File: config.mk
export PLATFORM = sky130hd
export DESIGN_NAME = slot_allocator_oldest_reuse_unit_flat
export DESIGN_NICKNAME = d
export VERILOG_FILES = /design/src/hdl/soru_pkg.sv /design/src/hdl/soru_if.sv /design/src/hdl/soru_cell.sv /design/src/hdl/slot_allocator_oldest_reuse_unit.sv /design/src/flat_wrapper.sv
export SDC_FILE = /design/constraint.sdc
export NUM_CORES = 1
export LEC_CHECK = 0
export BUFFER_PORTS_ARGS = -buffer_cell sky130_fd_sc_hd__buf_2
export CAP_MARGIN = 20
export CORE_ASPECT_RATIO = 0.6
export CORE_UTILIZATION = 50
export DETAILED_ROUTE_END_ITERATION = 7
export GPL_ROUTABILITY_DRIVEN = 0
export MAX_ROUTING_LAYER = met4
export PLACE_DENSITY = 0.66
export SYNTH_ARGS = -nofsm -noshare
export SYNTH_HDL_FRONTEND = slang
export SYNTH_SLANG_ARGS = --single-unit
File: constraint.sdc
create_clock -name clock -period 3.4 [get_ports clock]
set_clock_uncertainty 0.1 [all_clocks]
set_input_delay 0.68 -clock clock [delete_from_list [all_inputs] [get_ports clock]]
set_output_delay 0.68 -clock clock [all_outputs]
set_load 0.01 [all_outputs]
File: src/hdl/soru_pkg.sv
`default_nettype none

package soru_pkg;

   localparam int SLOT_FIELD_W  = 4;
   localparam int COUNT_FIELD_W = 5;
   localparam int POOL_W        = 5;
   localparam logic [POOL_W-1:0] POOL_RESET = 5'd16;

   // cell positions and slot ids carried between cells, sized for the largest pool
   localparam int POS_W = 6;
   localparam int LEN_W = 7;

   typedef enum logic {
      ACT_ALLOC   = 1'b0,
      ACT_RELEASE = 1'b1
   } action_type;

   typedef struct packed {
      logic             apply;
      logic             write;
      logic             shift;
      logic [POS_W-1:0] pos;
      logic [POS_W-1:0] tail;
      logic [POS_W-1:0] value;
   } cell_cmd_type;

   typedef struct packed {
      logic [POS_W-1:0] key;
      logic [LEN_W-1:0] len;
   } cell_query_type;

endpackage

`default_nettype wire

File: src/hdl/soru_if.sv
`default_nettype none

interface soru_req_if;
   logic                                  valid;
   logic                                  ready;
   soru_pkg::action_type                  action;
   logic [soru_pkg::SLOT_FIELD_W-1:0]     slot;

   modport source (output valid, output action, output slot, input ready);
   modport sink (input valid, input action, input slot, output ready);
endinterface

interface soru_rsp_if;
   logic                                  valid;
   logic                                  ready;
   logic                                  granted;
   logic [soru_pkg::SLOT_FIELD_W-1:0]     slot_out;
   logic                                  reused;
   logic [soru_pkg::COUNT_FIELD_W-1:0]    active_count;

   modport source (output valid, output granted, output slot_out, output reused,
                   output active_count, input ready);
   modport sink (input valid, input granted, input slot_out, input reused,
                 input active_count, output ready);
endinterface

`default_nettype wire

File: src/hdl/soru_cell.sv
`default_nettype none

module soru_cell #(
   parameter int SLOT_W = 4,
   parameter int INDEX  = 0
) (
   input  wire logic                     clock,
   input  wire soru_pkg::cell_cmd_type   cmd,
   input  wire soru_pkg::cell_query_type query,
   input  wire logic [SLOT_W-1:0]        next_entry,
   output logic      [SLOT_W-1:0]        entry,
   output logic                          match
);

   localparam logic [soru_pkg::POS_W-1:0] MY_POS = soru_pkg::POS_W'(INDEX);
   localparam logic [soru_pkg::LEN_W-1:0] MY_LEN = soru_pkg::LEN_W'(INDEX);

   logic [SLOT_W-1:0] entry_ff;
   logic [SLOT_W-1:0] entry_in;

   always_comb begin
      entry_in = entry_ff;
      if (cmd.apply) begin
         if (cmd.write && (cmd.tail == MY_POS)) begin
            entry_in = cmd.value[SLOT_W-1:0];
         end else if (cmd.shift && (MY_POS >= cmd.pos)) begin
            entry_in = next_entry;
         end
      end
   end

   always_ff @(posedge clock) begin
      entry_ff <= entry_in;
   end

   assign entry = entry_ff;
   // only entries inside the list may match
   assign match = (soru_pkg::POS_W'(entry_ff) == query.key) && (MY_LEN < query.len);

endmodule

`default_nettype wire

File: src/hdl/slot_allocator_oldest_reuse_unit.sv
`default_nettype none

// Slot allocator with oldest-first reuse. An allocate request grants the lowest free slot
// below the pool size set in the csr register (0 counts as 1, values above MAX_SLOTS count
// as MAX_SLOTS) and appends it to an age list; with no free slot it takes the oldest listed
// slot, moves it to the tail and flags the response as reused. A release of an active slot
// clears it and removes it from the list; any other release answers with granted low. The
// age list lives in a row of MAX_SLOTS cells, each holding one entry and shifting toward
// the head on removal. Every request passes through two steps: one in which all cells compare
// their entry with the request and the free slot is picked, one in which the cells shift or
// write and the response register loads. A new request is taken in the cycle its predecessor
// commits, and a commit waits while the response register still holds an untaken transfer.
// No clearing pass follows reset.
module slot_allocator_oldest_reuse_unit #(
   parameter int MAX_SLOTS = 16
) (
   input  wire logic                          clock,
   input  wire logic                          reset,
   soru_req_if.sink                           req_bus,
   soru_rsp_if.source                         rsp_bus,
   input  wire logic                          csr_we,
   input  wire logic [soru_pkg::POOL_W-1:0]   csr_wdata
);

   localparam int SLOT_W = $clog2(MAX_SLOTS);
   localparam int CNT_W  = $clog2(MAX_SLOTS + 1);
   localparam int POS_W  = soru_pkg::POS_W;
   localparam int SF_W   = soru_pkg::SLOT_FIELD_W;

   typedef enum logic [2:0] {
      ST_IDLE  = 3'b001,
      ST_EVAL  = 3'b010,
      ST_APPLY = 3'b100
   } state_type;

   state_type                    state_ff, state_in;
   logic [soru_pkg::POOL_W-1:0]  pool_ff, pool_in;
   logic [MAX_SLOTS-1:0]         act_ff, act_in;
   logic [CNT_W-1:0]             len_ff, len_in;
   logic                         rsp_valid_ff, rsp_valid_in;

   soru_pkg::action_type         action_ff;
   logic [SF_W-1:0]              slot_ff;

   soru_pkg::cell_cmd_type       cmd_ff, cmd_in;
   logic [MAX_SLOTS-1:0]         pend_act_ff, pend_act_in;
   logic [CNT_W-1:0]             pend_len_ff, pend_len_in;
   logic                         res_granted_ff, res_granted_in;
   logic [SF_W-1:0]              res_slot_ff, res_slot_in;
   logic                         res_reused_ff, res_reused_in;

   logic                         out_granted_ff;
   logic [SF_W-1:0]              out_slot_ff;
   logic                         out_reused_ff;
   logic [CNT_W-1:0]             out_count_ff;

   logic                         out_free;
   logic                         apply_go;
   logic                         req_xfer;

   soru_pkg::cell_cmd_type       cell_cmd;
   soru_pkg::cell_query_type     cell_query;
   logic [SLOT_W-1:0]            entry [MAX_SLOTS];
   logic [SLOT_W-1:0]            next_entry [MAX_SLOTS];
   logic [MAX_SLOTS-1:0]         match;

   logic [MAX_SLOTS-1:0]         in_pool;
   logic [MAX_SLOTS-1:0]         free;
   logic [MAX_SLOTS-1:0]         free_oh;
   logic [MAX_SLOTS-1:0]         rel_oh;
   logic                         found;
   logic                         rel_hit;
   logic [SLOT_W-1:0]            free_idx;
   logic [POS_W-1:0]             match_pos;

   // handshake
   assign out_free        = !rsp_valid_ff || rsp_bus.ready;
   assign apply_go        = (state_ff == ST_APPLY) && out_free;
   assign req_bus.ready   = !reset && ((state_ff == ST_IDLE) || apply_go);
   assign req_xfer        = req_bus.valid && req_bus.ready;

   // cell row
   assign cell_query.key = POS_W'(slot_ff);
   assign cell_query.len = soru_pkg::LEN_W'(len_ff);

   always_comb begin
      cell_cmd       = cmd_ff;
      cell_cmd.apply = apply_go;
   end

   for (genvar i = 0; i < MAX_SLOTS; i++) begin : g_cell
      if (i == MAX_SLOTS - 1) begin : g_last
         assign next_entry[i] = entry[i];
      end else begin : g_mid
         assign next_entry[i] = entry[i+1];
      end

      soru_cell #(
         .SLOT_W (SLOT_W),
         .INDEX  (i)
      ) u_cell (
         .clock      (clock),
         .cmd        (cell_cmd),
         .query      (cell_query),
         .next_entry (next_entry[i]),
         .entry      (entry[i]),
         .match      (match[i])
      );
   end

   // evaluation of the held request
   always_comb begin
      for (int s = 0; s < MAX_SLOTS; s++) begin
         in_pool[s] = (s == 0) || (s < int'(pool_ff));
         rel_oh[s]  = act_ff[s] && (int'(slot_ff) == s);
      end
      free    = ~act_ff & in_pool;
      free_oh = free & ~(free - MAX_SLOTS'(1));
      found   = |free;
      rel_hit = |rel_oh;

      free_idx  = '0;
      match_pos = '0;
      for (int s = 0; s < MAX_SLOTS; s++) begin
         if (free_oh[s]) begin
            free_idx = free_idx | SLOT_W'(s);
         end
         if (match[s]) begin
            match_pos = match_pos | POS_W'(s);
         end
      end

      cmd_in         = '0;
      pend_act_in    = act_ff;
      pend_len_in    = len_ff;
      res_granted_in = 1'b0;
      res_slot_in    = '0;
      res_reused_in  = 1'b0;

      if (action_ff == soru_pkg::ACT_ALLOC) begin
         if (found) begin
            cmd_in.write   = 1'b1;
            cmd_in.tail    = POS_W'(len_ff);
            cmd_in.value   = POS_W'(free_idx);
            pend_act_in    = act_ff | free_oh;
            pend_len_in    = len_ff + CNT_W'(1);
            res_granted_in = 1'b1;
            res_slot_in    = SF_W'(free_idx);
         end else if (len_ff != '0) begin
            // oldest entry goes to the tail
            cmd_in.shift   = 1'b1;
            cmd_in.pos     = '0;
            cmd_in.write   = 1'b1;
            cmd_in.tail    = POS_W'(len_ff - CNT_W'(1));
            cmd_in.value   = POS_W'(entry[0]);
            res_granted_in = 1'b1;
            res_slot_in    = SF_W'(entry[0]);
            res_reused_in  = 1'b1;
         end
      end else if (rel_hit) begin
         cmd_in.shift   = 1'b1;
         cmd_in.pos     = match_pos;
         pend_act_in    = act_ff & ~rel_oh;
         pend_len_in    = len_ff - CNT_W'(1);
         res_granted_in = 1'b1;
         res_slot_in    = slot_ff;
      end
   end

   // control state
   always_comb begin
      state_in = state_ff;
      unique case (state_ff)
         ST_IDLE: begin
            if (req_xfer) begin
               state_in = ST_EVAL;
            end
         end
         ST_EVAL: begin
            state_in = ST_APPLY;
         end
         ST_APPLY: begin
            if (apply_go) begin
               state_in = req_xfer ? ST_EVAL : ST_IDLE;
            end
         end
         default: begin
            state_in = ST_IDLE;
         end
      endcase

      pool_in = csr_we ? csr_wdata : pool_ff;
      act_in  = apply_go ? pend_act_ff : act_ff;
      len_in  = apply_go ? pend_len_ff : len_ff;

      if (apply_go) begin
         rsp_valid_in = 1'b1;
      end else if (rsp_bus.ready) begin
         rsp_valid_in = 1'b0;
      end else begin
         rsp_valid_in = rsp_valid_ff;
      end
   end

   always_ff @(posedge clock) begin
      if (reset) begin
         state_ff     <= ST_IDLE;
         pool_ff      <= soru_pkg::POOL_RESET;
         act_ff       <= '0;
         len_ff       <= '0;
         rsp_valid_ff <= 1'b0;
      end else begin
         state_ff     <= state_in;
         pool_ff      <= pool_in;
         act_ff       <= act_in;
         len_ff       <= len_in;
         rsp_valid_ff <= rsp_valid_in;
      end
   end

   // payload
   always_ff @(posedge clock) begin
      if (req_xfer) begin
         action_ff <= req_bus.action;
         slot_ff   <= req_bus.slot;
      end
      if (state_ff == ST_EVAL) begin
         cmd_ff         <= cmd_in;
         pend_act_ff    <= pend_act_in;
         pend_len_ff    <= pend_len_in;
         res_granted_ff <= res_granted_in;
         res_slot_ff    <= res_slot_in;
         res_reused_ff  <= res_reused_in;
      end
      if (apply_go) begin
         out_granted_ff <= res_granted_ff;
         out_slot_ff    <= res_slot_ff;
         out_reused_ff  <= res_reused_ff;
         out_count_ff   <= pend_len_ff;
      end
   end

   assign rsp_bus.valid        = rsp_valid_ff;
   assign rsp_bus.granted      = out_granted_ff;
   assign rsp_bus.slot_out     = out_slot_ff;
   assign rsp_bus.reused       = out_reused_ff;
   assign rsp_bus.active_count = soru_pkg::COUNT_FIELD_W'(out_count_ff);

`ifndef SYNTHESIS
   a_count_matches_list: assert property (@(posedge clock) disable iff (reset)
      $countones(act_ff) == int'(len_ff))
      else $error("active bits disagree with list length");

   a_unique_match: assert property (@(posedge clock) disable iff (reset)
      $onehot0(match))
      else $error("slot listed more than once");

   a_release_found: assert property (@(posedge clock) disable iff (reset)
      (state_ff == ST_EVAL) && (action_ff == soru_pkg::ACT_RELEASE) && rel_hit
      |-> (match != '0))
      else $error("active slot missing from list");

   a_full_pool_nonempty: assert property (@(posedge clock) disable iff (reset)
      (state_ff == ST_EVAL) && (action_ff == soru_pkg::ACT_ALLOC) && !found
      |-> (len_ff != '0))
      else $error("no free slot and empty list");
`endif

endmodule

`default_nettype wire

File: src/flat_wrapper.sv
// flat-port wrapper written by rule: the top's interface ports become plain ports
module slot_allocator_oldest_reuse_unit_flat 
#(
   parameter int MAX_SLOTS = 16
)
  (clock, reset, csr_we, csr_wdata, req_bus_valid, req_bus_action, req_bus_slot, req_bus_ready, rsp_bus_valid, rsp_bus_granted, rsp_bus_slot_out, rsp_bus_reused, rsp_bus_active_count, rsp_bus_ready);
  soru_req_if req_bus_i ();
  soru_rsp_if rsp_bus_i ();
  input  wire logic clock;
  input  wire logic reset;
  input  wire logic csr_we;
  input  wire logic [soru_pkg::POOL_W-1:0] csr_wdata;
  input wire logic [$bits(req_bus_i.valid)-1:0] req_bus_valid;
  input wire logic [$bits(req_bus_i.action)-1:0] req_bus_action;
  input wire logic [$bits(req_bus_i.slot)-1:0] req_bus_slot;
  output wire logic [$bits(req_bus_i.ready)-1:0] req_bus_ready;
  output wire logic [$bits(rsp_bus_i.valid)-1:0] rsp_bus_valid;
  output wire logic [$bits(rsp_bus_i.granted)-1:0] rsp_bus_granted;
  output wire logic [$bits(rsp_bus_i.slot_out)-1:0] rsp_bus_slot_out;
  output wire logic [$bits(rsp_bus_i.reused)-1:0] rsp_bus_reused;
  output wire logic [$bits(rsp_bus_i.active_count)-1:0] rsp_bus_active_count;
  input wire logic [$bits(rsp_bus_i.ready)-1:0] rsp_bus_ready;
  assign req_bus_i.valid = req_bus_valid;
  assign req_bus_i.action = req_bus_action;
  assign req_bus_i.slot = req_bus_slot;
  assign req_bus_ready = req_bus_i.ready;
  assign rsp_bus_valid = rsp_bus_i.valid;
  assign rsp_bus_granted = rsp_bus_i.granted;
  assign rsp_bus_slot_out = rsp_bus_i.slot_out;
  assign rsp_bus_reused = rsp_bus_i.reused;
  assign rsp_bus_active_count = rsp_bus_i.active_count;
  assign rsp_bus_i.ready = rsp_bus_ready;
  slot_allocator_oldest_reuse_unit #(.MAX_SLOTS(MAX_SLOTS)) u_core (.clock(clock), .reset(reset), .req_bus(req_bus_i), .rsp_bus(rsp_bus_i), .csr_we(csr_we), .csr_wdata(csr_wdata));
endmodule
# == Yosys cells after proc, flatten, opt, wreduce, memory -nomap -nowiden ==
# Cells that the tools add are included.
# classes
addsub,4
mul,0
div,0
order_cmp,45
eq_ne,50
shift,0
n_mux,86
bitwise,8
reduce_logical,109
# op_table
op,n
4-bit two-way mux,50
4-bit by 5-bit less-than comparator with 1-bit output (first input constant),16
1-bit logical AND,65
4-bit == test,15
16-bit bitwise AND,3
6-bit by 4-bit == test with 1-bit output (second input constant),8
16-bit two-way mux,3
16-bit inverter,3
4-bit by 6-bit greater-or-equal comparator with 1-bit output (first input constant),7
3-bit by 5-bit less-than comparator with 1-bit output (first input constant),8
2-bit AND reduction,17
4-bit == test (second input constant),8
2-bit nonzero test,16
16-bit OR reduction,2
3-bit two-way mux,10
6-bit by 3-bit == test with 1-bit output (second input constant),4
3-bit by 6-bit greater-or-equal comparator with 1-bit output (first input constant),4
7-bit two-way mux,3
2-bit by 5-bit less-than comparator with 1-bit output (first input constant),4
20-bit two-way mux,1
18-bit OR reduction,1
17-bit OR reduction,1
4-bit by 3-bit == test with 1-bit output (second input constant),4
16-bit bitwise OR,1
other kinds (26),48
# totals
regBits,155
latch_bits,0
ramBits,0
romBits,0
input_bits,15
output_inout_bits,13
word_cells,340
memories,0

# == Longest topological paths before layout ==
# Gate-level depths: netlist of the first run.
# logic_depth
word_depth,22
mapped_depth,10
ltp_nobuf,8

# == By module ==
# A second synthesis of the first run with hierarchy kept.
# unflattened
hier_cells,802
hier_area_um2,9147.5
# modules_own_cells
module,instances,cells_each,area_each_um2,seq_area_each_um2
slot_allocator_oldest_reuse_unit,1,433,4391.7,2372.3
soru_cell at u_core.g_cell[14].u_cell ...,2,23,297.8,120.1
soru_cell at u_core.g_cell[8].u_cell,1,24,315.3,120.1
soru_cell at u_core.g_cell[4].u_cell,1,23,314.1,120.1
soru_cell at u_core.g_cell[2].u_cell,1,24,312.8,120.1
soru_cell at u_core.g_cell[1].u_cell,1,23,310.3,120.1
soru_cell at u_core.g_cell[10].u_cell,1,25,309.0,120.1
soru_cell at u_core.g_cell[6].u_cell,1,24,304.0,120.1
soru_cell at u_core.g_cell[5].u_cell,1,24,301.5,120.1
soru_cell at u_core.g_cell[13].u_cell,1,24,296.5,120.1
soru_cell at u_core.g_cell[11].u_cell,1,24,295.3,120.1
soru_cell at u_core.g_cell[7].u_cell,1,20,286.5,120.1
soru_cell at u_core.g_cell[12].u_cell,1,23,282.8,120.1
soru_cell at u_core.g_cell[0].u_cell,1,24,281.5,120.1
+2 rows,--,--,--,--

# == Worst setup path after synthesis of the first run ==
# Ideal clock, no wire load.
# synth_timing
kind,register -> register
startpoint,register u_core.state_ff[2]
endpoint,"register u_core.cmd_ff, in the netlist u_core.cell_cmd[0], enable pin"
setup_ns,0.443
arrival_ns,2.280
required_time_ns,2.857
slack_ns,0.576
path_stages_with_launch,3
n_path_buf,0
synth_period_minus_slack_ns,2.824
path_cell_list,dfxtp_1 -> nand2b_1 -> nor2_1
# synth_via
elab_chain_len,1
# synth_lines
item,line,text
from (decl),slot_allocator_oldest_reuse_unit.sv:36,"state_type state_ff, state_in;"
from (signal assigned),slot_allocator_oldest_reuse_unit.sv:213,state_ff <= state_in;
3-bit by 2-bit == test with 1-bit output,slot_allocator_oldest_reuse_unit.sv:227,if (state_ff == ST_EVAL) begin
to (signal assigned),slot_allocator_oldest_reuse_unit.sv:228,cmd_ff <= cmd_in;
to (decl),slot_allocator_oldest_reuse_unit.sv:45,"soru_pkg::cell_cmd_type cmd_ff, cmd_in;"
# No other way between the ends.
# A chain may end at the register's enable or synchronous reset.

# == Worst setup path after layout of the first run ==
# layout_timing
startpoint,register u_core.pool_ff[4] (netlist bit)
endpoint,register u_core.res_slot_ff[1] (data pin)
# layout_via
elab_chain_len,21
elab_cells_between_ends,36
cone_classes,add/sub (1); order compare (15); mux (16); bitwise (3); reduce/logical (1)
# layout_lines
item,line,text
from (decl),slot_allocator_oldest_reuse_unit.sv:37,"logic [soru_pkg::POOL_W-1:0] pool_ff, pool_in;"
from (signal assigned),slot_allocator_oldest_reuse_unit.sv:208,pool_ff <= soru_pkg::POOL_RESET;
from (signal assigned),slot_allocator_oldest_reuse_unit.sv:214,pool_ff <= pool_in;
1-bit by 5-bit less-than comparator with 1-bit output or 2-bit by 5-bit less-than comparator with 1-bit output (tied branches),slot_allocator_oldest_reuse_unit.sv:114,in_pool[s] = (s == 0) || (s < int'(pool_ff));
16-bit bitwise AND (*),slot_allocator_oldest_reuse_unit.sv:117,free = ~act_ff & in_pool;
16-bit by 1-bit subtractor with 16-bit output,slot_allocator_oldest_reuse_unit.sv:118,free_oh = free & ~(free - MAX_SLOTS'(1));
16-bit inverter,slot_allocator_oldest_reuse_unit.sv:118,
16-bit bitwise AND,slot_allocator_oldest_reuse_unit.sv:118,
2-bit two-way mux (2 in a row),slot_allocator_oldest_reuse_unit.sv:125,if (free_oh[s]) begin
3-bit two-way mux (4 in a row),slot_allocator_oldest_reuse_unit.sv:125,
4-bit two-way mux (8 in a row),slot_allocator_oldest_reuse_unit.sv:125,
4-bit two-way mux (*),slot_allocator_oldest_reuse_unit.sv:141,if (found) begin
4-bit two-way mux (*),slot_allocator_oldest_reuse_unit.sv:140,if (action_ff == soru_pkg::ACT_ALLOC) begin
net u_core.res_slot_in[1],slot_allocator_oldest_reuse_unit.sv:49,"logic [SF_W-1:0] res_slot_ff, res_slot_in;"
to (signal assigned),slot_allocator_oldest_reuse_unit.sv:232,res_slot_ff <= res_slot_in;
to (decl),slot_allocator_oldest_reuse_unit.sv:49,
# Mark *: on every way through the listed nets, which the timed path passes. The rest lies on a longest branch.

==> metrics.md, run 1 <==
| Metric | Value |
|---|---|
| Final Hold Viols | `0` |
| Reg-to-reg startpoint | `u_core.pool_ff[4]$_SDFFE_PP1P_` |
| I/O pin cnt | `28` |
| Pin count of the biggest net entering global routing | `44` |
| Routed len/inst | `22.27 um` |
| DRC Markers | `0` |
| Fill count | `1323` |
| XOR/XNOR Fraction of Synth Area | `6.855%` |
| Post-synthesis simple-gate area fraction | `14.97%` |
| Final core utilization | `57.95%` |
| Setup TNS | `0 ns` |
| Internal | `3094 uW` |
| Final min period | `3.047 ns` |
| Sw frac | `23.35%` |
| FF-to-FF path depth | `8` |
| Diodes inserted | `0` |
| Hold_buf cts | `0` |
| Max Cap Violations | `0` |
| Register Area | `4294 um^2` |
| Grt ovf | `0` |
| First-pass GRT wire length | `33580 um` |
| Slew headroom | `42.41%` |
| Main combinational cell family by area after synthesis | `simple AND/OR/NAND/NOR gates` |
| Crit-path slowest cell | `dfxtp_1` |
| Synthesized flop and latch total | `153` |
| Post-synthesis sequential area ratio | `52.52%` |
| CORE AREA | `15680 um^2` |
| Min-Delay Path Depth | `0` |
| Worst VDD drop | `0.0002314 V` |
| Setup-failing EPs final | `0` |
| Startpoint Class | `flip-flop` |
| Post-synth ARST share | `0%` |
| WL final | `21940 um` |
| Req. time, crit path | `3.42 ns` |
| Leak pwr | `0.003070 uW` |
| CP Class | `flip-flop to flip-flop` |
| DRT Pass-1 Iters | `5` |
| Root buf cell | `clkbuf_16` |
| Synth Area in Adders | `0.4591%` |
| Die H | `101.1 um` |
| Syn avg cell area | `10.90 um^2` |
| Cell Rows | `35` |
| Compound-Gate Fraction of Synth Area | `13.13%` |
| Setup Buffers After CTS | `0` |
| Hpwl dp | `15650 um` |
| Area of the multi-input gates | `3649 um^2` |
| Sw power | `942.3 uW` |
| Most frequent cells in the layout | `edfxtp_1, nand2_1, a21oi_1` |
| Detail Route Antenna Nets | `0` |
| Flop2flop setup slack | `0.35 ns` |
| Initial Util | `52.15%` |
| Worst Tran Pin Value | `0.8626 ns` |
| CP Data Arrival Time | `3.07 ns` |
| Post-synthesis cell count | `750` |
| Crit path cell chain | `nor2_1, a211oi_1, or3_4, nor3_4, nand3_2, inv_2, a22oi_1, o221ai_1` |
| Status | `complete, no violations` |
| Net Count, Synth | `768` |
| Max Root-Sink Buffers | `2` |
| Clk slew on worst S/H paths | `0.06 ns` |
| Clock sinks | `153` |
| Synth Cell Area | `8177 um^2` |
| Yosys warning total | `0` |
| Die area | `16890 um^2` |
| Post-CTS resize count | `0` |
| Vias | `6246` |
| Vias per cell | `6.341` |
| F_max | `0.3282 GHz` |
| Initial antenna violation count | `0` |
| Combinational share of power | `4.4%` |
| Critical Path Sink Type | `flip-flop` |
| Mux cell area share after synthesis | `9.120%` |
| Fin Hold WS | `0.3221 ns` |
| Slowest stage delay, CP | `0.88 ns` |
| Tcrit/Tclk final | `89.60%` |
| Reg power frac | `50.9%` |
| Vias in the first global route | `5602` |
| Power share of the clock group | `44.7%` |
| Ys flop type | `edfxtp_1` |
| Pwr Density | `444.3 nW/um^2` |
| Share of cells above drive strength 1 | `20.20%` |
| Distinct cells, synth | `74` |
| R2r endpoint | `u_core.res_slot_ff[1]$_DFFE_PP_` |
| HP Start | `u_core.res_slot_ff[1]$_DFFE_PP_` |
| RSZ-0062 raised after global routing | `false` |
| Fin. max-slew vios | `0` |
| Hold Crit Class | `flip-flop to flip-flop` |
| CTS Buf Count | `17` |
| DRT iter0 DRCs | `910` |
| Layout net count | `787` |
| Layout area overhead | `11.11%` |
| Clock latency at the later pin of the worst-skew pair | `0.43 ns` |
| CTS H-tree lvls | `4` |
| Port Buffers | `27` |
| Worst-path fanout max | `25` |
| Total track usage | `27.80%` |
| Most common cell after layout, fill and taps aside | `edfxtp_1` |
| CTS tree | `done` |
| Post-synth EDFFs | `123` |
| Min-Delay Endpoint | `u_core.rsp_bus.slot_out[1]$_DFFE_PP_` |
| Die W | `167.1 um` |
==> registers in the layout, summed over array words and instances, names as in the netlist, 3 cells and up <==
| signal | cells |
|---|---|
| u_core.rsp_bus.slot_out | 4 |
| u_core.pend_len_ff | 5 |
| u_core.act_ff | 16 |
| u_core.state_ff | 3 |
| u_core.pend_act_ff | 16 |
| u_core.len_ff | 5 |
| u_core.cell_cmd | 16 |
| u_core.rsp_bus.active_count | 5 |
| u_core.pool_ff | 5 |
| u_core.slot_ff | 4 |
| u_core.g_cell.u_cell.entry | 64 |
| u_core.res_slot_ff | 4 |
==> layout make-up <==
class	instances	area share, %
sequential	153	47.27
multi-input combinational	540	40.16
clock buffer	21	5.178
timing repair buffer	45	3.195
tap	203	2.796
clock inverter	11	0.9090
inverter	12	0.4958
==> power groups by stage <==
stage | sequential [uW] | clock [uW] | combinational, uW
2_1_floorplan | 2070 | 0 | 146
3_3_place_gp | 2090 | 0 | 170
3_5_place_dp | 2090 | 0 | 174
4_1_cts | 2050 | 1810 | 175
5_1_grt | 2060 | 1890 | 193
6_report | 2050 | 1800 | 178
==> metal layers <==
layer	vias to the layer above	global-route usage (%)	wire length (um)
met5	-	-	0
met4	0	7.123	164
met3	19	6.714	2767
met2	397	33.99	8296
met1	3019	43.94	10710
li1	2811	-	-
==> synth_stat cells (all sizes together) (16+ instances only) <==
cell | number | share of area [%]
a21oi | 71 | 4.4
a31oi | 18 | 1.4
buf | 18 | 1.2
clkbuf | 27 | 1.2
dfxtp | 30 | 7.3
edfxtp | 123 | 45
mux2 | 60 | 8.3
nand2 | 78 | 3.6
nor2 | 52 | 2.4
nor3 | 16 | 1.2
o21ai | 19 | 1.2
xnor2 | 46 | 4.9
xor2 | 18 | 1.9
==> critical path, delay by kind of cell, from the launching register on <==
kind	cells	cell delay, ns
buf+inv	1	0.09
flops	1	0.88
simple gates	4	0.63
compound gates	3	1.03
==> worst max-delay path by stage <==
| stage | startpoint | endpoint | slack [ns] | cells past startpoint |
|---|---|---|---|---|
| CTS | u_core.pool_ff[4]$_SDFFE_PP1P_ | u_core.res_slot_ff[1]$_DFFE_PP_ | 0.50 | 8 |
| floorplan | u_core.state_ff[2]$_SDFFE_PP0P_ | u_core.cell_cmd[0]$_SDFFCE_PP0P_ | 0.58 | 2 |
| global placement | u_core.pool_ff[4]$_SDFFE_PP1P_ | u_core.res_slot_ff[1]$_DFFE_PP_ | 0.55 | 8 |
| finish | u_core.pool_ff[4]$_SDFFE_PP1P_ | u_core.res_slot_ff[1]$_DFFE_PP_ | 0.35 | 8 |
| detailed placement | u_core.pool_ff[4]$_SDFFE_PP1P_ | u_core.res_slot_ff[1]$_DFFE_PP_ | 0.52 | 8 |
| global route | u_core.pool_ff[4]$_SDFFE_PP1P_ | u_core.res_slot_ff[1]$_DFFE_PP_ | 0.20 | 8 |
==> kinds of logic after synthesis <==
| kind of cell | after synthesis |
|---|---|
| buffers and inverters | 57 |
| adder cells (fa/ha/maj) | 3 |
| flip-flops | 153 |
| AND/OR/NAND/NOR | 241 |
| AO/OA/AOI/OAI | 165 |
| XOR/XNOR | 64 |
| multiplexers | 67 |
==> through the flow <==
| stage | total power (uW) | area (um^2) | setup slack (ns) | cells |
|---|---|---|---|---|
| 6_report | 4036 | 9085 | 0.3535 | 985 |
| 5_1_grt | 4143 | 9085 | 0.1982 | 985 |
| 4_1_cts | 4039 | 9057 | 0.5030 | 984 |
| 3_5_place_dp | 2267 | 8504 | 0.5156 | 952 |
| 3_3_place_gp | 2261 | 8504 | 0.5487 | 952 |
| 2_1_floorplan | 2212 | 8177 | 0.5764 | 750 |
Note: power is estimated with default switching activity, not from simulation.
==> inputs of run 2 (changes only) <==
Settings changed: SYNTH_HIERARCHICAL set to 1.
==> run 2 against run 1 <==
Compared with the run above: clock power about the same; critical path depth shrank 2; non-clock buffer count grew 5; global-route usage rose by 1.5 points; register-to-register slack worse by 0.23 ns; core utilization is 2.2 points higher; largest cell class is now multi-input gates.
==> metrics.md, run 2 <==
| Metric | Value |
|---|---|
| Status | `complete, no violations` |
| Setup Buffers After CTS | `0 (unchanged)` |
| Port Buffers | `27 (unchanged)` |
| CTS Buf Count | `17 (unchanged)` |
| Fill count | `1408 (+6.4%)` |
| Syn avg cell area | `11.45 um^2 (+5.1%)` |
| CORE AREA | `17450 um^2 (+11%)` |
| Hold_buf cts | `0 (unchanged)` |
| Diodes inserted | `0 (unchanged)` |
| Root buf cell | `clkbuf_16` |
| DRC Markers | `0 (unchanged)` |
| Setup-failing EPs final | `0 (unchanged)` |
| I/O pin cnt | `28 (unchanged)` |
| F_max | `0.3051 GHz (-7.1%)` |
| Synth Cell Area | `9082 um^2 (+11%)` |
| Register Area | `4294 um^2 (unchanged)` |
| Vias per cell | `6.090 (-4.0%)` |
| Most common cell after layout, fill and taps aside | `edfxtp_1` |
| Routed len/inst | `21.68 um (-2.6%)` |
| Setup TNS | `0 ns (unchanged)` |
| Hpwl dp | `18080 um (+16%)` |
| Fin. max-slew vios | `0 (unchanged)` |
| Initial Util | `52.04% (-0.12 points)` |
| HP Start | `req_bus_slot[0]` |
| Critical Path Sink Type | `flip-flop` |
| CP top delay family | `compound AO/OA/AOI/OAI gates` |
| Slowest stage delay, CP | `0.70 ns (-0.18 ns)` |
| Req. time, crit path | `3.54 ns (+0.12 ns)` |
| Vias in the first global route | `6686 (+19%)` |
| Share of cells above drive strength 1 | `20.02% (-0.18 points)` |
| Worst-path fanout max | `17 (-32%)` |
| CTS H-tree lvls | `4 (unchanged)` |
| Leak pwr | `0.003764 uW (+23%)` |
| Area of the multi-input gates | `4960 um^2 (+36%)` |
| First-pass GRT wire length | `39250 um (+17%)` |
| Detail Route Antenna Nets | `0 (unchanged)` |
| Clock sinks | `153 (unchanged)` |
| Layout net count | `948 (+20%)` |
| Crit-path slowest cell | `a21oi_2` |
| Pin count of the biggest net entering global routing | `33 (-25%)` |
| Place WS | `0.2281 ns (-0.2875 ns)` |
| Total track usage | `29.32% (+1.5 points)` |
| CP Data Arrival Time | `3.42 ns (+0.35 ns)` |
| Max Root-Sink Buffers | `2 (unchanged)` |
| Max Cap Violations | `0 (unchanged)` |
| Initial antenna violation count | `0 (unchanged)` |
| Reg-to-reg startpoint | `u_core/slot_ff[2]$_DFFE_PP_` |
| Clock latency at the later pin of the worst-skew pair | `0.43 ns (about the same)` |
| DRT Pass-1 Iters | `6 (+1)` |
| PnR worst setup slack | `0.1219 ns (-0.2316 ns)` |
| DRT iter0 DRCs | `1056 (+16%)` |
| Clk slew on worst S/H paths | `0.07 ns (about the same)` |
| Yosys warning total | `6 (+6)` |
| Tcrit/Tclk final | `96.41% (+6.8 points)` |
| Final Hold Viols | `0 (unchanged)` |
| Post-synthesis cell count | `793 (+5.7%)` |
| Startpoint Class | `flip-flop` |
| Post-CTS resize count | `0 (unchanged)` |
| Crit. Startpoint | `u_core/slot_ff[2]$_DFFE_PP_` |
| Vias | `7174 (+15%)` |
| Grt ovf | `0 (unchanged)` |
| WL final | `25540 um (+16%)` |
| Die H | `106.4 um (+5.3%)` |
| Cell Rows | `37 (+5.7%)` |
| Hold Crit Class | `input port to flip-flop` |
| Final min period | `3.278 ns (+0.2316 ns)` |
| Most frequent cells in the layout | `edfxtp_1, conb_1, nand2_1` |
| Layout area overhead | `15.64%` |
| Flop2flop setup slack | `0.12 ns (-0.23 ns)` |
| Die area | `18730 um^2 (+11%)` |
| CTS tree | `done` |
| Pwr Density | `389.2 nW/um^2 (-12%)` |
| Die W | `176.0 um (+5.3%)` |
| Worst VDD drop | `0.0002628 V (+14%)` |
| Crit path cell chain | `or3b_2, mux4_2, o311a_1, a21oi_2, inv_1, o221ai_1` |
| Slew headroom | `34.83% (-7.6 points)` |
| CP Class | `flip-flop to flip-flop` |
| CP bufs+invs | `1 (unchanged)` |
| Worst Tran Pin Value | `0.9753 ns (+0.1127 ns)` |
| Max reg flops | `64 (unchanged)` |
| RSZ-0062 raised after global routing | `false` |
-- run 2: area by class of cell --
cell class | instances | share of cell area, %
clock buffer | 21 | 4.587
sequential | 153 | 40.89
timing repair buffer | 50 | 2.931
tap | 234 | 2.788
multi-input combinational | 688 | 47.22
inverter | 21 | 0.7505
clock inverter | 11 | 0.8339
-- run 2: metrics by stage --
step	util [%]	hold WS (ns)	cells	power, uW	cell area (um^2)
floorplan	-	0.3003	884	2228	9424
global placement	56.91	0.3044	1146	2289	9933
detailed placement	56.91	0.3217	1146	2296	9933
CTS	60.18	0.3051	1178	4102	10500
global route	60.18	0.3035	1178	4219	10500
finish	60.18	0.3223	1178	4088	10500
-- run 2: power breakdown --
group          switching (uW)  total [uW]  internal, uW
registers                45.2        2060          2020
clock network             792        1820          1030
logic                     132         206          74.3
-- run 2: worst paths after layout --
path                                endpoint  depth (start not counted)
max reg2reg  u_core/res_slot_ff[3]$_DFFE_PN_                          6
min reg2reg  u_core/rsp_bus.reused$_DFFE_PP_                          0
max          u_core/res_slot_ff[3]$_DFFE_PN_                          6
min              u_core/slot_ff[0]$_DFFE_PP_                          1
-- run 2: metal layers --
metal  GRT usage (%)  vias to the layer above  wire length, um
li1                -                     3256                -
met1           44.24                     3437            12220
met3           9.371                       43             3302
met2           36.84                      438             9680
met4           7.205                        0              342
met5               -                        -                0
==> inputs of run 3 (changes only) <==
Settings changed: ABC_AREA set to 1, RECOVER_POWER set to 100.
==> run 3 against run 2 <==
Compared with the run above: setup slack improved by 0.29 ns; via count grew 32%; cell count rose by 60%; sequential power about the same; highest routed layer unchanged; critical path depth increased by 7; first-iteration DRC count rose by 4.6%; synthesized cell count is 83% higher; sequential share of layout area shrank 3.8 points; sequential cell count stayed put; clock-buffer cell count fell by 1; critical path type unchanged; fmax rose by 9.7%; the flow now finishes with violations (max-capacitance violations, max-slew violations); register-to-register slack gained 0.29 ns; critical endpoint is now u_core/pend_len_ff[0]$_DFFE_PN_.
==> metrics.md, run 3 <==
| Metric | Value |
|---|---|
| Tcrit/Tclk final | `87.88% (-8.5 points)` |
| F_max | `0.3347 GHz (+9.7%)` |
| Fill count | `1961 (+39%)` |
| Final instance area | `11570 um^2 (+10%)` |
| Routed len/inst | `15.99 um (-26%)` |
| Die area | `21390 um^2 (+14%)` |
| Synth Cell Area | `10390 um^2 (+14%)` |
| DRT iter0 DRCs | `1105 (+4.6%)` |
| Max Cap Violations | `2 (+2)` |
| DRT Pass-1 Iters | `6 (unchanged)` |
| Initial antenna violation count | `0 (unchanged)` |
| RSZ-0062 raised after global routing | `false` |
| Max Root-Sink Buffers | `2 (unchanged)` |
| Diodes inserted | `0 (unchanged)` |
| Most frequent cells in the layout | `nand2_1, inv_1, nor2_1` |
| WL final | `30070 um (+18%)` |
| Layout net count | `1611 (+70%)` |
| CTS tree | `done` |
| Hold_buf cts | `0 (unchanged)` |
| Crit path cell chain | `buf_4, inv_1, nand2_1, nor2_1, nand2_1, nand2_1, nor2_1, and2_4, nand2_4, nand2_2, clkbuf_1, nand2_1, xor2_1` |
| Yosys warning total | `6 (unchanged)` |
| Most common cell after layout, fill and taps aside | `nand2_1` |
| Status | `finished, violations left` |
| Vias | `9488 (+32%)` |
| DRC Markers | `0 (unchanged)` |
| CTS H-tree lvls | `4 (unchanged)` |
| Post-synthesis cell count | `1454 (+83%)` |
| Share of cells above drive strength 1 | `8.650% (-11 points)` |
| CTS Buf Count | `17 (unchanged)` |
| Vias in the first global route | `8354 (+25%)` |
| Die H | `113.7 um (+6.8%)` |
| Reg power frac | `48.3% (-2.1 points)` |
| CORE AREA | `20170 um^2 (+16%)` |
| Failing checks | `max-capacitance violations, max-slew violations` |
| Pwr Density | `370.1 nW/um^2 (-4.9%)` |
| Worst VDD drop | `0.0003473 V (+32%)` |
| Combinational share of power | `7.1% (+2.1 points)` |
| Clk slew on worst S/H paths | `0.06 ns (about the same)` |
| CP Data Arrival Time | `3.06 ns (-0.36 ns)` |
| Placed Area | `11270 um^2 (+13%)` |
| Startpoint Class | `flip-flop` |
| Worst Tran Pin Value | `1.633 ns (+0.6580 ns)` |
| Root buf cell | `clkbuf_16` |
| Hpwl dp | `21560 um (+19%)` |
| Layout area overhead | `11.34%` |
| Syn avg cell area | `7.148 um^2 (-38%)` |
| Fin. max-slew vios | `55 (+55)` |
| First-pass GRT wire length | `47020 um (+20%)` |
| Clock sinks | `153 (unchanged)` |
| Hold Crit Class | `input port to flip-flop` |
| Crit. Startpoint | `u_core/slot_ff[0]$_DFFE_PP_` |
| Worst setup path end | `u_core/pend_len_ff[0]$_DFFE_PN_` |
| Slowest stage delay, CP | `0.53 ns (-0.17 ns)` |
| Max reg flops | `64 (unchanged)` |
| Setup Buffers After CTS | `0 (unchanged)` |
| Leak pwr | `0.005589 uW (+48%)` |
| Internal | `3264 uW (+4.7%)` |
| Flop2flop setup slack | `0.41 ns (+0.29 ns)` |
| Slew headroom | `-8.886% (-44 points)` |
| FF-to-FF path depth | `13 (+7)` |
| Setup TNS | `0 ns (unchanged)` |
| I/O pin cnt | `28 (unchanged)` |
| Initial Util | `51.53% (-0.51 points)` |
| Vias per cell | `5.047 (-17%)` |
| Post-CTS resize count | `0 (unchanged)` |
| Req. time, crit path | `3.47 ns (-0.07 ns)` |
| Clock latency at the later pin of the worst-skew pair | `0.44 ns (about the same)` |
| Sw power | `1019 uW (+5.1%)` |
| Final min period | `2.988 ns (-0.2902 ns)` |
| Crit-path slowest cell | `clkbuf_1` |
| Reg-to-reg startpoint | `u_core/slot_ff[0]$_DFFE_PP_` |
| Port Buffers | `27 (unchanged)` |
| Grt ovf | `0 (unchanged)` |
| Final Hold Viols | `0 (unchanged)` |
| Most used cell, CP | `nand2_1` |
| Worst-path fanout max | `12 (-5)` |
| Total track usage | `30.25% (+0.94 points)` |
| Detail Route Antenna Nets | `0 (unchanged)` |
| Sw frac | `23.79% (+0.078 points)` |
| Critical Path Sink Type | `flip-flop` |
| Cell Rows | `40 (+8.1%)` |
| Die W | `188.1 um (+6.9%)` |
| Setup-failing EPs final | `0 (unchanged)` |
| R2r endpoint | `u_core/pend_len_ff[0]$_DFFE_PN_` |
| Pin count of the biggest net entering global routing | `42 (+27%)` |
| Power share of the clock group | `44.6% (about the same)` |
| CP Class | `flip-flop to flip-flop` |
## run 3: power groups by stage
stage / combinational (uW) / clock (uW) / sequential, uW
after floorplan: 216 / 0 / 2100
after global placement: 302 / 0 / 2110
after detailed placement: 306 / 0 / 2110
after CTS: 308 / 1930 / 2070
after global routing: 343 / 2020 / 2070
final: 303 / 1910 / 2070
## run 3: worst min-delay path by stage
stage	start	endpoint	slack [ns]	cells past startpoint
6_report	req_bus_slot[2]	u_core/slot_ff[2]$_DFFE_PP_	0.32	1
4_1_cts	req_bus_action	u_core/action_ff$_DFFE_PP_	0.30	1
3_5_place_dp	u_core/res_slot_ff[3]$_DFFE_PN_	u_core/rsp_bus.slot_out[3]$_DFFE_PP_	0.31	0
2_1_floorplan	u_core/res_granted_ff$_DFFE_PN_	u_core/rsp_bus.granted$_DFFE_PP_	0.30	0
5_1_grt	req_bus_action	u_core/action_ff$_DFFE_PP_	0.31	1
3_3_place_gp	u_core/res_slot_ff[2]$_DFFE_PN_	u_core/rsp_bus.slot_out[2]$_DFFE_PP_	0.31	0
## run 3: area by class of cell
cell class                 count  area, um^2  share of cell area (%)
sequential                   153        4294                   37.11
tap                          273       341.6                   2.952
clock buffer                  20       436.7                   3.773
clock inverter                12       151.4                   1.308
inverter                     258       968.4                   8.369
timing repair buffer          45       225.2                   1.946
multi-input combinational   1119        5155                   44.55
## run 3: worst max-delay path, delay by kind of cell, from the launching register on
family / cells / cell delay [ns]
AND/OR/NAND/NOR: 9 / 1.11
XOR/XNOR: 1 / 0.17
buffers and inverters: 3 / 0.87
flip-flops: 1 / 0.47
## run 3: routing by layer
metal  up-vias  GRT usage [%]  share of wire, %
met5         -              -                 0
met4         0          6.775              0.88
met3        25          7.692                12
met2       447          37.07                36
met1      4275          47.88                51
li1       4741              -                 -
## run 3: per-stage QoR
step	setup slack (ns)	hold WS, ns	utilization (%)	total power (uW)	cells
3_5_place_dp	0.8136	0.3140	55.86	2414	1847
2_1_floorplan	0.4438	0.3003	-	2318	1545
6_report	0.4121	0.3211	57.38	4283	1880
5_1_grt	0.2602	0.3094	57.38	4437	1880
3_3_place_gp	0.8599	0.3066	55.86	2409	1847
4_1_cts	0.8118	0.3045	58.78	4309	1879
